==> src/hw/rtl/qdd_pkg.sv <==
// Shared types, constants and the substep table of the quadrature detent decoder.
`timescale 1ns / 1ps

package qdd_pkg;

  localparam int PosWidth    = 32;
  localparam int CountWidth  = 32;
  localparam int DetentWidth = 7;
  localparam int SumWidth    = 8;
  localparam int CfgIdxWidth = 1;
  localparam int CfgDataWidth = DetentWidth;

  localparam logic [DetentWidth-1:0] DetentReset = 7'd4;

  typedef enum logic [CfgIdxWidth-1:0] {
    REG_DETENT = 1'b0,
    REG_INVERT = 1'b1
  } cfg_reg_t;

  typedef enum logic [0:0] {
    FUNC_SAMPLE = 1'b0,
    FUNC_LOAD   = 1'b1
  } func_t;

  typedef enum logic [1:0] {
    DIR_NONE = 2'd0,
    DIR_CW   = 2'd1,
    DIR_CCW  = 2'd2
  } dir_t;

  localparam logic [1:0] BothLevels = 2'b11;

  typedef logic signed [1:0] substep_t;

  // indexed by {previous A, previous B, current A, current B}
  localparam substep_t SubstepTable [0:15] = '{
    2'sd0, -2'sd1, 2'sd1, 2'sd0, 2'sd1, 2'sd0, 2'sd0, -2'sd1,
    -2'sd1, 2'sd0, 2'sd0, 2'sd1, 2'sd0, 2'sd1, -2'sd1, 2'sd0
  };

  typedef struct packed {
    logic                       func;
    logic [1:0]                 levels;
    logic signed [PosWidth-1:0] load_position;
  } item_t;

  typedef struct packed {
    logic [1:0]                 last_levels;
    logic signed [SumWidth-1:0] substep_sum;
    logic                       primed;
    logic signed [PosWidth-1:0] position;
    logic [CountWidth-1:0]      invalid;
  } state_t;

  typedef struct packed {
    logic signed [1:0]          step_delta;
    logic [1:0]                 turn_direction;
    logic signed [PosWidth-1:0] count_position;
    logic [CountWidth-1:0]      invalid_jumps;
  } result_t;

  typedef struct packed {
    logic [DetentWidth-1:0] detent_transitions;
    logic                   invert_direction;
  } cfg_t;

endpackage

==> src/hw/rtl/qdd_if.sv <==
// Request and result channel interfaces of the quadrature detent decoder.
`timescale 1ns / 1ps

interface qdd_cmd_if;
  logic                                valid;
  logic                                ready;
  logic                                func;
  logic                                level_a;
  logic                                level_b;
  logic signed [qdd_pkg::PosWidth-1:0] load_position;

  modport source (output valid, func, level_a, level_b, load_position, input ready);
  modport sink (input valid, func, level_a, level_b, load_position, output ready);
endinterface

interface qdd_res_if;
  logic                                  valid;
  logic                                  ready;
  logic signed [1:0]                     step_delta;
  logic [1:0]                            turn_direction;
  logic signed [qdd_pkg::PosWidth-1:0]   count_position;
  logic [qdd_pkg::CountWidth-1:0]        invalid_jumps;

  modport source (output valid, step_delta, turn_direction, count_position, invalid_jumps,
                  input ready);
  modport sink (input valid, step_delta, turn_direction, count_position, invalid_jumps,
                output ready);
endinterface

==> src/hw/rtl/qdd_step.sv <==
// Next-state and result logic for one request of the quadrature detent decoder.
`timescale 1ns / 1ps

module qdd_step (
  input  qdd_pkg::item_t   item,
  input  qdd_pkg::state_t  state,
  input  qdd_pkg::cfg_t    cfg,
  output qdd_pkg::state_t  state_next,
  output qdd_pkg::result_t result
);

  logic [3:0]                          idx;
  qdd_pkg::substep_t                   substep;
  logic                                jump;
  logic signed [qdd_pkg::SumWidth-1:0] sum;
  logic signed [qdd_pkg::SumWidth-1:0] thresh;
  logic                                hit;
  logic                                up;

  assign idx     = {state.last_levels, item.levels};
  assign substep = qdd_pkg::SubstepTable[idx];
  assign jump    = (state.last_levels ^ item.levels) == qdd_pkg::BothLevels;
  assign sum     = jump ? '0
                        : state.substep_sum + {{(qdd_pkg::SumWidth-2){substep[1]}}, substep};
  assign thresh  = (cfg.detent_transitions == '0)
                   ? qdd_pkg::SumWidth'(1)
                   : $signed({1'b0, cfg.detent_transitions});
  assign hit     = (sum >= thresh) || (sum <= -thresh);
  assign up      = (sum > 0) ^ cfg.invert_direction;

  always_comb begin
    state_next             = state;
    result.step_delta      = 2'sd0;
    result.turn_direction  = qdd_pkg::DIR_NONE;
    state_next.last_levels = item.levels;
    if (item.func == qdd_pkg::FUNC_LOAD) begin
      state_next.position    = item.load_position;
      state_next.substep_sum = '0;
      state_next.invalid     = '0;
      state_next.primed      = 1'b1;
    end else if (!state.primed) begin
      state_next.substep_sum = '0;
      state_next.invalid     = '0;
      state_next.primed      = 1'b1;
    end else begin
      state_next.invalid     = state.invalid + qdd_pkg::CountWidth'(jump);
      state_next.substep_sum = sum;
      if (hit) begin
        state_next.substep_sum = '0;
        if (up) begin
          state_next.position   = state.position + qdd_pkg::PosWidth'(1);
          result.step_delta     = 2'sd1;
          result.turn_direction = qdd_pkg::DIR_CW;
        end else begin
          state_next.position   = state.position - qdd_pkg::PosWidth'(1);
          result.step_delta     = -2'sd1;
          result.turn_direction = qdd_pkg::DIR_CCW;
        end
      end
    end
    result.count_position = state_next.position;
    result.invalid_jumps  = state_next.invalid;
  end

endmodule

==> src/hw/rtl/quadrature_detent_decoder.sv <==
// Top level of the quadrature detent decoder: request register, state and result register.
//
// Usage:
//   cmd carries one request per accepted handshake: a sample of the A and B
//   levels (func 0) or a load of levels and position (func 1).
//   res returns exactly one result per request, in order: the detent step,
//   its direction, the position and the count of rejected two-bit jumps.
//   Configuration is written through cfg_we / cfg_index / cfg_data while no
//   request is in flight; index 0 is the detent threshold, index 1 the
//   direction inversion.
//   A request passes the request register and then the result register on its way
//   to result valid; one request is taken every cycle while res does not stall, as the
//   table lookup and threshold compare that close the state loop are combinational.
//   Reset (rst, synchronous) clears the state, empties both registers and
//   sets the threshold to four and inversion off; the first sample after
//   reset only primes the levels.
//   When res stalls, the result register holds and one further request is
//   parked in the request register; cmd.ready then drops until res moves.
`timescale 1ns / 1ps

module quadrature_detent_decoder (
  input  logic                                 clk,
  input  logic                                 rst,
  input  logic                                 cfg_we,
  input  logic [qdd_pkg::CfgIdxWidth-1:0]      cfg_index,
  input  logic [qdd_pkg::CfgDataWidth-1:0]     cfg_data,
  qdd_cmd_if.sink                              cmd,
  qdd_res_if.source                            res
);

  qdd_pkg::item_t   item;
  logic             item_valid;
  qdd_pkg::state_t  state;
  qdd_pkg::state_t  state_next;
  qdd_pkg::cfg_t    cfg;
  qdd_pkg::result_t result;
  qdd_pkg::result_t result_next;
  logic             res_valid;
  logic             advance;

  assign advance   = !res_valid || res.ready;
  assign cmd.ready = !item_valid || advance;

  qdd_step u_step (
    .item       (item),
    .state      (state),
    .cfg        (cfg),
    .state_next (state_next),
    .result     (result_next)
  );

  always_ff @(posedge clk) begin
    if (rst) begin
      item_valid             <= 1'b0;
      res_valid              <= 1'b0;
      state                  <= '0;
      cfg.detent_transitions <= qdd_pkg::DetentReset;
      cfg.invert_direction   <= 1'b0;
    end else begin
      if (cmd.ready) begin
        item_valid <= cmd.valid;
      end
      if (advance) begin
        res_valid <= item_valid;
        if (item_valid) begin
          state <= state_next;
        end
      end
      if (cfg_we) begin
        unique case (qdd_pkg::cfg_reg_t'(cfg_index))
          qdd_pkg::REG_DETENT: cfg.detent_transitions <= cfg_data;
          qdd_pkg::REG_INVERT: cfg.invert_direction   <= cfg_data[0];
          default: ;
        endcase
      end
    end
  end

  always_ff @(posedge clk) begin
    if (cmd.valid && cmd.ready) begin
      item.func          <= cmd.func;
      item.levels        <= {cmd.level_a, cmd.level_b};
      item.load_position <= cmd.load_position;
    end
    if (advance && item_valid) begin
      result <= result_next;
    end
  end

  assign res.valid          = res_valid;
  assign res.step_delta     = result.step_delta;
  assign res.turn_direction = result.turn_direction;
  assign res.count_position = result.count_position;
  assign res.invalid_jumps  = result.invalid_jumps;

endmodule
==> src/flat_wrapper.sv <==
// flat-port wrapper written by rule: the top's interface ports become plain ports
module quadrature_detent_decoder_flat 
  (clk, rst, cfg_we, cfg_index, cfg_data, cmd_valid, cmd_func, cmd_level_a, cmd_level_b, cmd_load_position, cmd_ready, res_valid, res_step_delta, res_turn_direction, res_count_position, res_invalid_jumps, res_ready);
  qdd_cmd_if cmd_i ();
  qdd_res_if res_i ();
  input  logic clk;
  input  logic rst;
  input  logic cfg_we;
  input  logic [qdd_pkg::CfgIdxWidth-1:0] cfg_index;
  input  logic [qdd_pkg::CfgDataWidth-1:0] cfg_data;
  input wire logic [$bits(cmd_i.valid)-1:0] cmd_valid;
  input wire logic [$bits(cmd_i.func)-1:0] cmd_func;
  input wire logic [$bits(cmd_i.level_a)-1:0] cmd_level_a;
  input wire logic [$bits(cmd_i.level_b)-1:0] cmd_level_b;
  input wire logic [$bits(cmd_i.load_position)-1:0] cmd_load_position;
  output wire logic [$bits(cmd_i.ready)-1:0] cmd_ready;
  output wire logic [$bits(res_i.valid)-1:0] res_valid;
  output wire logic [$bits(res_i.step_delta)-1:0] res_step_delta;
  output wire logic [$bits(res_i.turn_direction)-1:0] res_turn_direction;
  output wire logic [$bits(res_i.count_position)-1:0] res_count_position;
  output wire logic [$bits(res_i.invalid_jumps)-1:0] res_invalid_jumps;
  input wire logic [$bits(res_i.ready)-1:0] res_ready;
  assign cmd_i.valid = cmd_valid;
  assign cmd_i.func = cmd_func;
  assign cmd_i.level_a = cmd_level_a;
  assign cmd_i.level_b = cmd_level_b;
  assign cmd_i.load_position = cmd_load_position;
  assign cmd_ready = cmd_i.ready;
  assign res_valid = res_i.valid;
  assign res_step_delta = res_i.step_delta;
  assign res_turn_direction = res_i.turn_direction;
  assign res_count_position = res_i.count_position;
  assign res_invalid_jumps = res_i.invalid_jumps;
  assign res_i.ready = res_ready;
  quadrature_detent_decoder u_core (.clk(clk), .rst(rst), .cfg_we(cfg_we), .cfg_index(cfg_index), .cfg_data(cfg_data), .cmd(cmd_i), .res(res_i));
endmodule
==> config.mk <==
export PLATFORM = sky130hd
export DESIGN_NAME = quadrature_detent_decoder_flat
export DESIGN_NICKNAME = d
export VERILOG_FILES = /design/src/hw/rtl/qdd_pkg.sv /design/src/hw/rtl/qdd_if.sv /design/src/hw/rtl/qdd_step.sv /design/src/hw/rtl/quadrature_detent_decoder.sv /design/src/flat_wrapper.sv
export SDC_FILE = /design/constraint.sdc
export NUM_CORES = 1
export LEC_CHECK = 0
export ABC_AREA = 1
export BUFFER_PORTS_ARGS = -buffer_cell sky130_fd_sc_hd__buf_4
export CAP_MARGIN = 20
export CELL_PAD_IN_SITES_DETAIL_PLACEMENT = 1
export CELL_PAD_IN_SITES_GLOBAL_PLACEMENT = 2
export CORE_AREA = 2 2 173 175
export CTS_CLUSTER_SIZE = 40
export DETAILED_ROUTE_END_ITERATION = 6
export DIE_AREA = 0 0 175 177
export PLACE_DENSITY_LB_ADDON = 0.1
export SLEW_MARGIN = 20
export SYNTH_ARGS = -nofsm -noshare
export SYNTH_HDL_FRONTEND = slang
export SYNTH_SLANG_ARGS = --single-unit
export TNS_END_PERCENT = 1
==> constraint.sdc <==
create_clock -name clk -period 13.2 [get_ports clk]
set_input_delay 0.66 -clock clk [delete_from_list [all_inputs] [get_ports clk]]
set_output_delay 0.66 -clock clk [all_outputs]
set_load 0.01 [all_outputs]
==> results by group, run 1 <==
CTS
  – Clk sinks: 187
  – H-tree depth: 4
  – Resized cells post-CTS: 0
  – Worst-Skew Late Latency: 0.45 ns
  – CTS root buf: clkbuf_16
  – Setup bufs post-CTS: 0
  – TritonCTS clock tree: built
  – Cts hold-fix bufs: 0
  – CTS Buf Count: 17
  – CTS clock-pin slew for the worst setup and hold paths: 0.07 ns
  – Bufs on Longest Clock Path: 2

Placed design
  – Gpl congestion: 0.8476
  – Port Buffers: 117
  – Place WS: 7.717 ns
  – Hpwl dp: 22.62 mm

Synthesis
  – Avg Cell Area, Syn: 7.662 sq um
  – Post-synth EDFFs: 102
  – Synth cell types: 49
  – Mapped Nets: 1470
  – Ys Warns: 0
  – Synth Cell Area: 10660 sq um
  – Seq/Total Area, Yosys: 44.71%
  – Top cells by area, synth: edfxtp_1, dfxtp_1, nand2_1
  – Synth cell count leaders: nand2_1, inv_1, a21oi_1, nor2_1, edfxtp_1
  – Cell accounting for the most synthesized area: edfxtp_1
  – FF+latch count, synth: 187
  – Predominant post-synthesis flop cell: edfxtp_1
  – Yosys top cell area share: 28.74%
  – Leading cell type by number of instances after synthesis: nand2_1
  – Synth Instances: 1391
  – Ys async rst share: 0%

Worst setup path
  – Worst Setup End Kind: flop
  – Startpoint types: flop
  – R2R Path End: u_core.state[62]$_SDFFE_PP0P_
  – CP Max Fanout: 57
  – CP Data Required Time: 13.54 ns
  – R2r startpoint: u_core.item[33]$_DFFE_PP_
  – Bufs and invs on worst path: 6
  – Max stage delay cell, worst path: nand2_4
  – Crit path top cell by count: nand2_1
  – Reg2Reg Depth: 36
  – Crit path kind: reg -> reg
  – CP delay by family, top: simple AND/OR/NAND/NOR gates
  – Arrival time worst endpoint: 5.82 ns
  – Critical Path Max Stage Delay: 0.52 ns
  – Reg2reg setup slack: 7.72 ns

Worst hold path
  – Hold Path Class: in -> reg
  – Worst hold stages: 1
  – Worst hold start: cmd_load_position[19]
  – Hold Path End: u_core.item[19]$_DFFE_PP_

Detailed routing
  – Routed WL per cell: 16.81 um
  – Routed Wire Length: 31.70 mm
  – Vias per cell: 5.033
  – 1st-pass router iterations: 5
  – Drt first-iter violations: 464
  – DRC: 0
  – Routed vias: 9493
  – Antenna Nets Post-Route: 0

Finish
  – Fin nets: 1562
  – Area delta synth->final: 16.32%
  – Antenna cell count: 0
  – Core Util, Final: 42.39%
  – Layout cells sized above 1: 14.04%

Floorplan
  – Die height: 177 um
  – Rows: 63
  – Initial Utilization: 36.44%
  – Die width: 175 um
  – IO Count: 118
  – Die ar.: 30980 sq um
  – Total core area: 29240 sq um

Global routing
  – Vias in the first global route: 9606
  – Overflow after GRT: 0
  – Initial antenna violation count: 0
  – All-Layer GR Usage: 21.13%
  – First-pass GRT wire length: 51.48 mm
  – Largest net degree at the start of global routing: 75

STA
  – Tmin final: 5.475 ns
  – Final setup fails: 0
  – Final worst setup slack: 7.725 ns
  – Final hold violation count: 0
  – RSZ-0062 raised after global routing: no
  – Slew @ Worst Pin: 1.011 ns
  – Final Skew: 0.01429 ns
  – TNS Setup: 0 ns
  – Worst relative slew slack: 32.11%
  – Final hold slack: 0.3881 ns
  – Final slew viol count: 0
  – Period utilization: 41.48%
  – Max Clock Freq: 182.6 MHz

Power and ir drop
  – Max VDD drop: 0.1051 mV
  – Power per cell area: 127.9 nW/um^2
  – P_leak: 5.415 nW

Outcome
  – Status: finished clean

Flow run
  – Max-cap viol count: 0
-- kinds of logic after synthesis --
kind of cell	share of synthesized area [%]
AND/OR/NAND/NOR	25.63
AO/OA/AOI/OAI	14.18
other	0.03519
buffers and inverters	9.063
flip-flops	44.71
adder cells (fa/ha/maj)	3.710
XOR/XNOR	2.677
-- stage by stage --
step / cell area (sq um) / power, mW / std cells
after global placement: 11820 / 1.079 / 1854
after floorplan: 10660 / 0.9680 / 1391
after detailed placement: 11820 / 1.085 / 1854
final: 12400 / 1.585 / 1886
after global routing: 12400 / 1.682 / 1886
after CTS: 12400 / 1.606 / 1886
-- sequential cells by signal, summed over array words and instances (netlist names) --
register                   cells
u_core.res.count_position     32
u_core.item_valid              1
u_core.res.invalid_jumps      32
u_core.res.step_delta          1
u_core.res.turn_direction      2
u_core.item                   35
u_core.res.valid               1
u_core.cfg                     8
u_core.state                  75
-- layout make-up --
class,instances,area (sq um)
Fill cell,3572,16850
Multi-Input combinational cell,964,4930
Sequential cell,187,4765
Timing Repair Buffer,123,923.4
Inverter,190,715.7
Tap cell,390,488.0
Clock buffer,19,432.9
Clock inverter,13,142.6
-- worst max path at each step --
stage	startpoint	to	cells past startpoint
2_1_floorplan	u_core.item[32]$_DFFE_PP_	u_core.state[35]$_SDFFE_PP0P_	26
3_3_place_gp	u_core.item[32]$_DFFE_PP_	u_core.state[39]$_SDFFE_PP0P_	25
3_5_place_dp	u_core.item[33]$_DFFE_PP_	u_core.res.count_position[30]$_DFFE_PP_	34
4_1_cts	u_core.item[33]$_DFFE_PP_	u_core.state[62]$_SDFFE_PP0P_	36
5_1_grt	u_core.item[33]$_DFFE_PP_	u_core.state[39]$_SDFFE_PP0P_	25
6_report	u_core.item[33]$_DFFE_PP_	u_core.state[62]$_SDFFE_PP0P_	36
-- power by group --
part	total (mW)	switching (mW)	leakage (nW)	internal, mW
combinational	0.395	0.267	3.47	0.128
clock	0.514	0.234	0.278	0.280
sequential	0.676	0.0257	1.67	0.650
-- routing by layer --
layer	vias up	global-route usage (%)	part of all wire [%]
met5	-	0	0
met4	0	5.069	1.1
met3	17	3.093	2.6
met2	129	33.70	46
met1	4558	30.22	50
li1	4789	-	-
-- cells in the final DEF, fill, tap and decap left out, types with 2 or more instances in the layout --
cell and n:
o21ai_2 4, nand4_1 15, or2_2 4, nor3_1 22, o21ai_0 71, o21ai_1 26
nor4_1 5, inv_2 9, clkinv_2 3, o41ai_1 23, a21o_1 4, bufinv_16 2
inv_1 177, dfxtp_1 85, buf_4 123, clkbuf_1 2, nor2_2 6, nand2_4 3
a21oi_1 127, edfxtp_1 102, ha_1 30, clkinv_4 4, inv_6 2, nand3_2 6
nand3b_1 4, xor2_2 4, xnor2_1 4, o211ai_1 3, a211oi_1 8, clkinvlp_4 2
xor2_1 18, clkinv_1 3, nor2_1 119, nand2_1 341, nand3_1 88, clkbuf_16 17
nand2_2 15
(Power assumes the default switching activity.)
==> inputs of run 2 (changes only) <==
ABC_AREA = 0   (was 1)
CORE_AREA = 2 2 172 174   (was 2 2 173 175)
DIE_AREA = 0 0 174 176   (was 0 0 175 177)
clock period = 5.7 ns   (was 13.2 ns; I/O delays follow)
==> results by group, run 2 <==
Power and ir drop
  – Internal power: 2.317 mW (+120%)
  – Sequential Power Share: 46.1% (+3.5 points)
  – Clk pwr share: 36.5% (+4.1 points)
  – Final Power: 3.351 mW (+110%)
  – Max VDD drop: 0.1698 mV (+61%)
  – P_leak: 4.419 nW (-18%)
  – Sw Share: 30.86% (-2.4 points)
  – Logic pwr share: 17.4% (-7.5 points)
  – NetSw: 1.034 mW (+96%)
  – Power per cell area: 273.4 nW/um^2 (+110%)

STA
  – Final slew viol count: 0 (unchanged)
  – TNS Setup: 0 ns (unchanged)
  – Final setup fails: 0 (unchanged)
  – RSZ-0062 raised after global routing: no
  – Worst relative slew slack: 35.78% (+3.7 points)
  – Tmin final: 5.396 ns (-0.07977 ns)
  – Final hold violation count: 0 (unchanged)
  – Final hold slack: 0.01787 ns (-0.3702 ns)
  – Final Skew: 0.02031 ns (+0.006014 ns)
  – Max Clock Freq: 185.3 MHz (+1.5%)
  – Slew @ Worst Pin: 0.9633 ns (-0.04732 ns)
  – Period utilization: 94.66% (+53 points)

Synthesis
  – Leading cell type by number of instances after synthesis: nand2_1
  – Avg Cell Area, Syn: 9.008 sq um (+18%)
  – Synth Area in Simple Gates: 24.09% (-1.5 points)
  – Post-synth EDFFs: 102 (unchanged)
  – Cell accounting for the most synthesized area: edfxtp_1
  – Compound-Gate Fraction of Synth Area: 13.17% (-1.0 points)
  – Main combinational cell family by area after synthesis: simple AND/OR/NAND/NOR gates
  – Mapped Nets: 1209 (-18%)
  – Yosys top cell area share: 30.09% (+1.4 points)
  – Predominant post-synthesis flop cell: edfxtp_1
  – Synth cell types: 79 (+61%)
  – Mux share of post-synthesis cell area: 1.918% (+1.9 points)
  – Ys Warns: 0 (unchanged)
  – Adder-cell area share of the yosys netlist: 3.884% (+0.17 points)
  – Synth cell count leaders: nand2_1, nor2_1, edfxtp_1, a21oi_1, dfxtp_1
  – Top cells by area, synth: edfxtp_1, dfxtp_1, nand2_1
  – Seq/Total Area, Yosys: 46.81% (+2.1 points)
  – Synth Instances: 1130 (-19%)
  – Synth Cell Area: 10180 sq um (-4.5%)
  – Ys async rst share: 0% (unchanged)
  – FF+latch count, synth: 187 (unchanged)
  – Xor/xnor share of the synthesized area: 6.011% (+3.3 points)

Placed design
  – Hpwl dp: 19.30 mm (-15%)
  – Gpl congestion: 0.8068 (-4.8%)
  – Port Buffers: 117 (unchanged)

Global routing
  – Vias in the first global route: 8470 (-12%)
  – Largest net degree at the start of global routing: 93 (+24%)
  – Initial antenna violation count: 0 (unchanged)
  – First-pass GRT wire length: 46.02 mm (-11%)
  – Overflow after GRT: 0 (unchanged)
  – All-Layer GR Usage: 18.66% (-2.5 points)

Finish
  – Layout cells sized above 1: 16.91% (+2.9 points)
  – Antenna cell count: 0 (unchanged)
  – Most frequent cells in the layout: nand2_1, buf_4, nor2_1
  – Area delta synth->final: 20.42%
  – Commonest non-fill, non-tap cell in the layout: nand2_1
  – Fillers: 3381 (-5.3%)
  – Fin nets: 1302 (-17%)
  – Top reg by flops: u_core.state
  – Core Util, Final: 42.93% (+0.54 points)
  – Regs by FF count: u_core.state (75), u_core.item (35)
  – Number of flip-flops in the largest register: 75 (unchanged)

Floorplan
  – Rows: 62 (-1.6%)
  – Initial Utilization: 35.65% (-0.79 points)
  – Die height: 176 um (-0.56%)
  – IO Count: 118 (unchanged)
  – Die ar.: 30620 sq um (-1.1%)
  – Die width: 174 um (-0.57%)
  – Total core area: 28550 sq um (-2.4%)

Worst setup path
  – Crit path top cell by count: buf_4
  – Arrival time worst endpoint: 5.74 ns (-0.08 ns)
  – Worst Setup End Kind: flop
  – Reg2Reg Depth: 22 (-39%)
  – Reg2reg setup slack: 0.30 ns (-7.42 ns)
  – Critical Path Max Stage Delay: 0.58 ns (+0.06 ns)
  – Crit path kind: reg -> reg
  – Startpoint types: flop
  – CP Max Fanout: 7 (-88%)
  – CP Data Required Time: 6.04 ns (-7.50 ns)
  – Max stage delay cell, worst path: mux4_2
  – CP Cell Sequence: inv_1, ha_1, mux4_2, buf_4, ha_1, and3_1, a221oi_2, mux2i_1, buf_4, a311o_2, nand2_2, xnor2_2, ha_2, and4_1, and4_1, and3_4, buf_4, nand4_1, mux2i_1, a21oi_1, o311a_1, o31ai_1

CTS
  – TritonCTS clock tree: built
  – Worst-Skew Late Latency: 0.45 ns (about the same)
  – Clk sinks: 187 (unchanged)
  – H-tree depth: 4 (unchanged)
  – CTS root buf: clkbuf_16
  – Bufs on Longest Clock Path: 2 (unchanged)
  – CTS clock-pin slew for the worst setup and hold paths: 0.08 ns (about the same)
  – CTS Buf Count: 17 (unchanged)

Detailed routing
  – Routed vias: 8493 (-11%)
  – Drt first-iter violations: 379 (-18%)
  – Vias per cell: 5.243 (+4.2%)
  – 1st-pass router iterations: 4 (-1)
  – Routed Wire Length: 28.32 mm (-11%)
  – DRC: 0 (unchanged)
  – Routed WL per cell: 17.48 um (+4.0%)
  – Antenna Nets Post-Route: 0 (unchanged)

Worst hold path
  – Worst hold stages: 1 (unchanged)
  – Hold Path Class: in -> reg

Outcome
  – Status: finished clean

Flow run
  – Max-cap viol count: 0 (unchanged)
==> run 2: changes by cell type after synthesis, moves of 22 or more <==
| cell | delta |
|---|---|
| a21oi_1 | -35 |
| clkbuf_1 | +33 |
| inv_1 | -159 |
| nand2_1 | -185 |
| nand3_1 | -45 |
| o21ai_0 | -29 |
| o41ai_1 | -22 |
| xnor2_1 | +28 |
==> run 2: cells by family after synthesis <==
family	count (synthesis)
adder cells (fa/ha/maj)	31
AND/OR/NAND/NOR	498
multiplexers	18
AO/OA/AOI/OAI	221
XOR/XNOR	69
other	1
flip-flops	187
buffers and inverters	105
==> run 2: final timing paths <==
check,from,end
hold reg to reg,u_core.state[0]$_SDFFE_PP0P_,u_core.state[0]$_SDFFE_PP0P_
hold / removal,cmd_load_position[2],u_core.item[2]$_DFFE_PP_
setup reg to reg,u_core.item[32]$_DFFE_PP_,u_core.state[62]$_SDFFE_PP0P_
setup / recovery,u_core.item[32]$_DFFE_PP_,u_core.state[62]$_SDFFE_PP0P_
==> run 2: layout make-up <==
class,count,area (sq um),share of cell area (%)
well taps,384,480.5,3.920
inverters,21,81.33,0.6635
clock inverters,15,171.4,1.399
clock buffers,17,425.4,3.471
repair buffers,158,1241,10.13
multi-input cells,838,5092,41.55
flip-flops and latches,187,4765,38.87
==> run 2: metrics by stage <==
step,area [sq um],std cells,setup slack (ns)
global placement,11360,1567,0.2169
floorplan,10180,1130,0.1935
detailed placement,11360,1567,0.02751
global route,12260,1620,0.004020
finish,12260,1620,0.3044
CTS,12090,1611,0.02540
==> run 2: power by group through the flow <==
| stage | Combinational [mW] | Sequential (mW) | Clock [mW] |
|---|---|---|---|
| 6_report | 0.583 | 1.54 | 1.22 |
| 5_1_grt | 0.650 | 1.55 | 1.31 |
| 4_1_cts | 0.571 | 1.55 | 1.26 |
| 3_5_place_dp | 0.560 | 1.58 | 0 |
| 3_3_place_gp | 0.553 | 1.57 | 0 |
| 2_1_floorplan | 0.380 | 1.55 | 0 |
==> run 2: repair_timing <==
action                                 4_1_cts  5_1_grt
setup endpoints to repair                    1       26
pin swaps                                    0        3
endpoints found under the hold margin       12        2
resized for setup                            2       15
buffers inserted                             0        6
hold buffers                                12        2
==> run 2: worst max-delay path: cells and delay by family (launching register included) <==
kind                     cells  cell delay (ns)
multiplexers                 3             0.92
XOR/XNOR                     1             0.12
buffers and inverters        4             0.59
AO/OA/AOI/OAI                5             1.31
flip-flops                   1             0.44
AND/OR/NAND/NOR              6             1.14
adder cells (fa/ha/maj)      3             0.77
==> run 2: layer usage <==
metal	vias up	global-route usage [%]	part of all wire, %
met5	-	0	0
met4	0	5.252	1.3
met3	20	2.283	2.2
met2	105	30.68	47
met1	4110	25.97	50
li1	4258	-	-
==> inputs of run 3 (changes only) <==
clock period = 6.16 ns   (was 5.7 ns; I/O delays follow)
==> results by group, run 3 (synthesized netlist as in run 2, its figures left out) <==
Floorplan
  – Rows: 62 (unchanged)
  – Die ar.: 30620 sq um (unchanged)
  – Initial Utilization: 35.65% (unchanged)
  – Total core area: 28550 sq um (unchanged)
  – Die width: 174 um (unchanged)
  – IO Count: 118 (unchanged)
  – Die height: 176 um (unchanged)

STA
  – Tmin final: 5.697 ns (+0.3016 ns)
  – Period utilization: 92.49% (-2.2 points)
  – Worst relative slew slack: 28.96% (-6.8 points)
  – Final hold violation count: 0 (unchanged)
  – Final hold slack: 0.03765 ns (+0.01978 ns)
  – Final slew viol count: 0 (unchanged)
  – Final Skew: 0.01786 ns (-0.002444 ns)
  – Max Clock Freq: 175.5 MHz (-5.3%)
  – Final worst setup slack: 0.4628 ns (+0.1584 ns)
  – TNS Setup: 0 ns (unchanged)
  – Final setup fails: 0 (unchanged)
  – Slew @ Worst Pin: 1.066 ns (+0.1024 ns)
  – RSZ-0062 raised after global routing: no

Finish
  – Most frequent cells in the layout: nand2_1, buf_4, nor2_1
  – Number of flip-flops in the largest register: 75 (unchanged)
  – Layout cells sized above 1: 15.23% (-1.7 points)
  – Area delta synth->final: 17.01%
  – Final Non-Filler Cells: 1592 (-1.7%)
  – Core Util, Final: 41.72% (-1.2 points)
  – Fillers: 3360 (-0.62%)
  – Fin nets: 1274 (-2.2%)
  – Final Cell Area: 11910 sq um (-2.8%)
  – Commonest non-fill, non-tap cell in the layout: nand2_1
  – Antenna cell count: 0 (unchanged)
  – Regs by FF count: u_core.state (75), u_core.item (35)
  – Top reg by flops: u_core.state

Placed design
  – Dpl cells: 1560 (-0.45%)
  – Port Buffers: 117 (unchanged)
  – Gpl congestion: 0.8110 (+0.52%)
  – Hpwl dp: 18.76 mm (-2.8%)
  – Place WS: 0.4398 ns (+0.4123 ns)
  – Placed inst area: 11310 sq um (-0.46%)

CTS
  – CTS clock-pin slew for the worst setup and hold paths: 0.08 ns (about the same)
  – TritonCTS clock tree: built
  – H-tree depth: 4 (unchanged)
  – Bufs on Longest Clock Path: 2 (unchanged)
  – Clk sinks: 187 (unchanged)
  – Setup bufs post-CTS: 0 (unchanged)
  – CTS Buf Count: 17 (unchanged)
  – CTS root buf: clkbuf_16
  – Worst-Skew Late Latency: 0.44 ns (about the same)

Power and ir drop
  – Sw Share: 30.60% (-0.26 points)
  – Logic pwr share: 16.7% (-0.7 points)
  – Power per cell area: 256.9 nW/um^2 (-6.0%)
  – Final Power: 3.060 mW (-8.7%)
  – NetSw: 0.9364 mW (-9.4%)
  – Max VDD drop: 0.1424 mV (-16%)
  – Clk pwr share: 36.6% (about the same)
  – P_leak: 4.272 nW (-3.3%)
  – Sequential Power Share: 46.7% (+0.6 points)
  – Internal power: 2.124 mW (-8.3%)

Detailed routing
  – Routed WL per cell: 17.41 um (-0.38%)
  – Routed Wire Length: 27.72 mm (-2.1%)
  – 1st-pass router iterations: 4 (unchanged)
  – Vias per cell: 5.283 (+0.76%)
  – DRC: 0 (unchanged)
  – Antenna Nets Post-Route: 0 (unchanged)
  – Drt first-iter violations: 489 (+29%)
  – Routed vias: 8410 (-0.98%)

Worst hold path
  – Hold Path Class: in -> reg
  – Hold Path End: u_core.item[9]$_DFFE_PP_
  – Worst hold start: cmd_load_position[9]
  – Worst hold stages: 1 (unchanged)

Worst setup path
  – CP Data Required Time: 6.32 ns (+0.28 ns)
  – CP Max Fanout: 9 (+2)
  – Arrival time worst endpoint: 5.86 ns (+0.12 ns)
  – Worst Setup End Kind: flop
  – Reg2Reg Depth: 20 (-9.1%)
  – Startpoint types: flop
  – Crit path kind: reg -> reg
  – Reg2reg setup slack: 0.46 ns (+0.16 ns)
  – R2R Path End: u_core.res.count_position[26]$_DFFE_PP_
  – R2r startpoint: u_core.item[32]$_DFFE_PP_

Global routing
  – All-Layer GR Usage: 18.34% (-0.32 points)
  – Initial antenna violation count: 0 (unchanged)
  – Overflow after GRT: 0 (unchanged)
  – First-pass GRT wire length: 45.26 mm (-1.6%)
  – Largest net degree at the start of global routing: 93 (unchanged)
  – Vias in the first global route: 8559 (+1.1%)

Flow run
  – Max-cap viol count: 0 (unchanged)

Outcome
  – Status: finished clean
[run 3: cell count changes in the layout (fill, tap and decap cells not counted), sizes merged]
| cell | before | now |
|---|---|---|
| buf | 144 | 130 |
| dlygate4sd3 | 14 | 0 |
[run 3: power groups by stage]
| stage | sequential (mW) | combinational, mW | clock, mW |
|---|---|---|---|
| after floorplan | 1.44 | 0.351 | 0 |
| after global placement | 1.46 | 0.510 | 0 |
| after detailed placement | 1.46 | 0.513 | 0 |
| after CTS | 1.43 | 0.517 | 1.16 |
| after global routing | 1.44 | 0.572 | 1.20 |
| final | 1.43 | 0.512 | 1.12 |
[run 3: routing by layer]
metal	vias to the layer above	share of wire, %	track usage (%)
met1	4073	49	25.00
li1	4193	-	-
met5	-	0	0
met3	18	2.9	2.821
met2	126	47	30.74
met4	0	1.1	4.307
[run 3: final cells by class]
type	instances	area, sq um	area share, %
Sequential cell	187	4765	40.00
Multi-Input combinational cell	838	5015	42.11
Clock buffer	17	425.4	3.572
Timing Repair Buffer	130	975.9	8.194
Clock inverter	15	167.7	1.408
Inverter	21	81.33	0.6828
Tap cell	384	480.5	4.034
[run 3: how the worst max path moves through the flow]
stage | startpoint | to | slack, ns
after floorplan | u_core.item[32]$_DFFE_PP_ | u_core.state[58]$_SDFFE_PP0P_ | 0.65
after global placement | u_core.item[32]$_DFFE_PP_ | u_core.state[58]$_SDFFE_PP0P_ | 0.55
after detailed placement | u_core.item[32]$_DFFE_PP_ | u_core.state[58]$_SDFFE_PP0P_ | 0.44
after CTS | u_core.item[32]$_DFFE_PP_ | u_core.state[58]$_SDFFE_PP0P_ | 0.36
after global routing | u_core.item[32]$_DFFE_PP_ | u_core.state[58]$_SDFFE_PP0P_ | 0.02
final | u_core.item[32]$_DFFE_PP_ | u_core.res.count_position[26]$_DFFE_PP_ | 0.46
[run 3: timing repair]
item	CTS	global route
setup endpoints to repair	0	2
hold endpoints to repair	0	0
resized for setup	0	3
hold buffers	0	0
[run 3: critical path, stage by stage, from the launching register on]
cell	delay [ns]
edfxtp_1	0.43
inv_1	0.10
ha_1	0.20
mux4_2	0.63
fa_1	0.49
a21o_1	0.22
a221oi_1	0.31
mux2i_1	0.20
and2_1	0.20
a32oi_1	0.27
nand2_2	0.13
xnor2_1	0.16
ha_1	0.26
and4_1	0.24
and4_1	0.26
and3_2	0.29
and3_1	0.23
a21oi_1	0.19
mux2i_1	0.35
xor2_1	0.18
o21ai_0	0.08
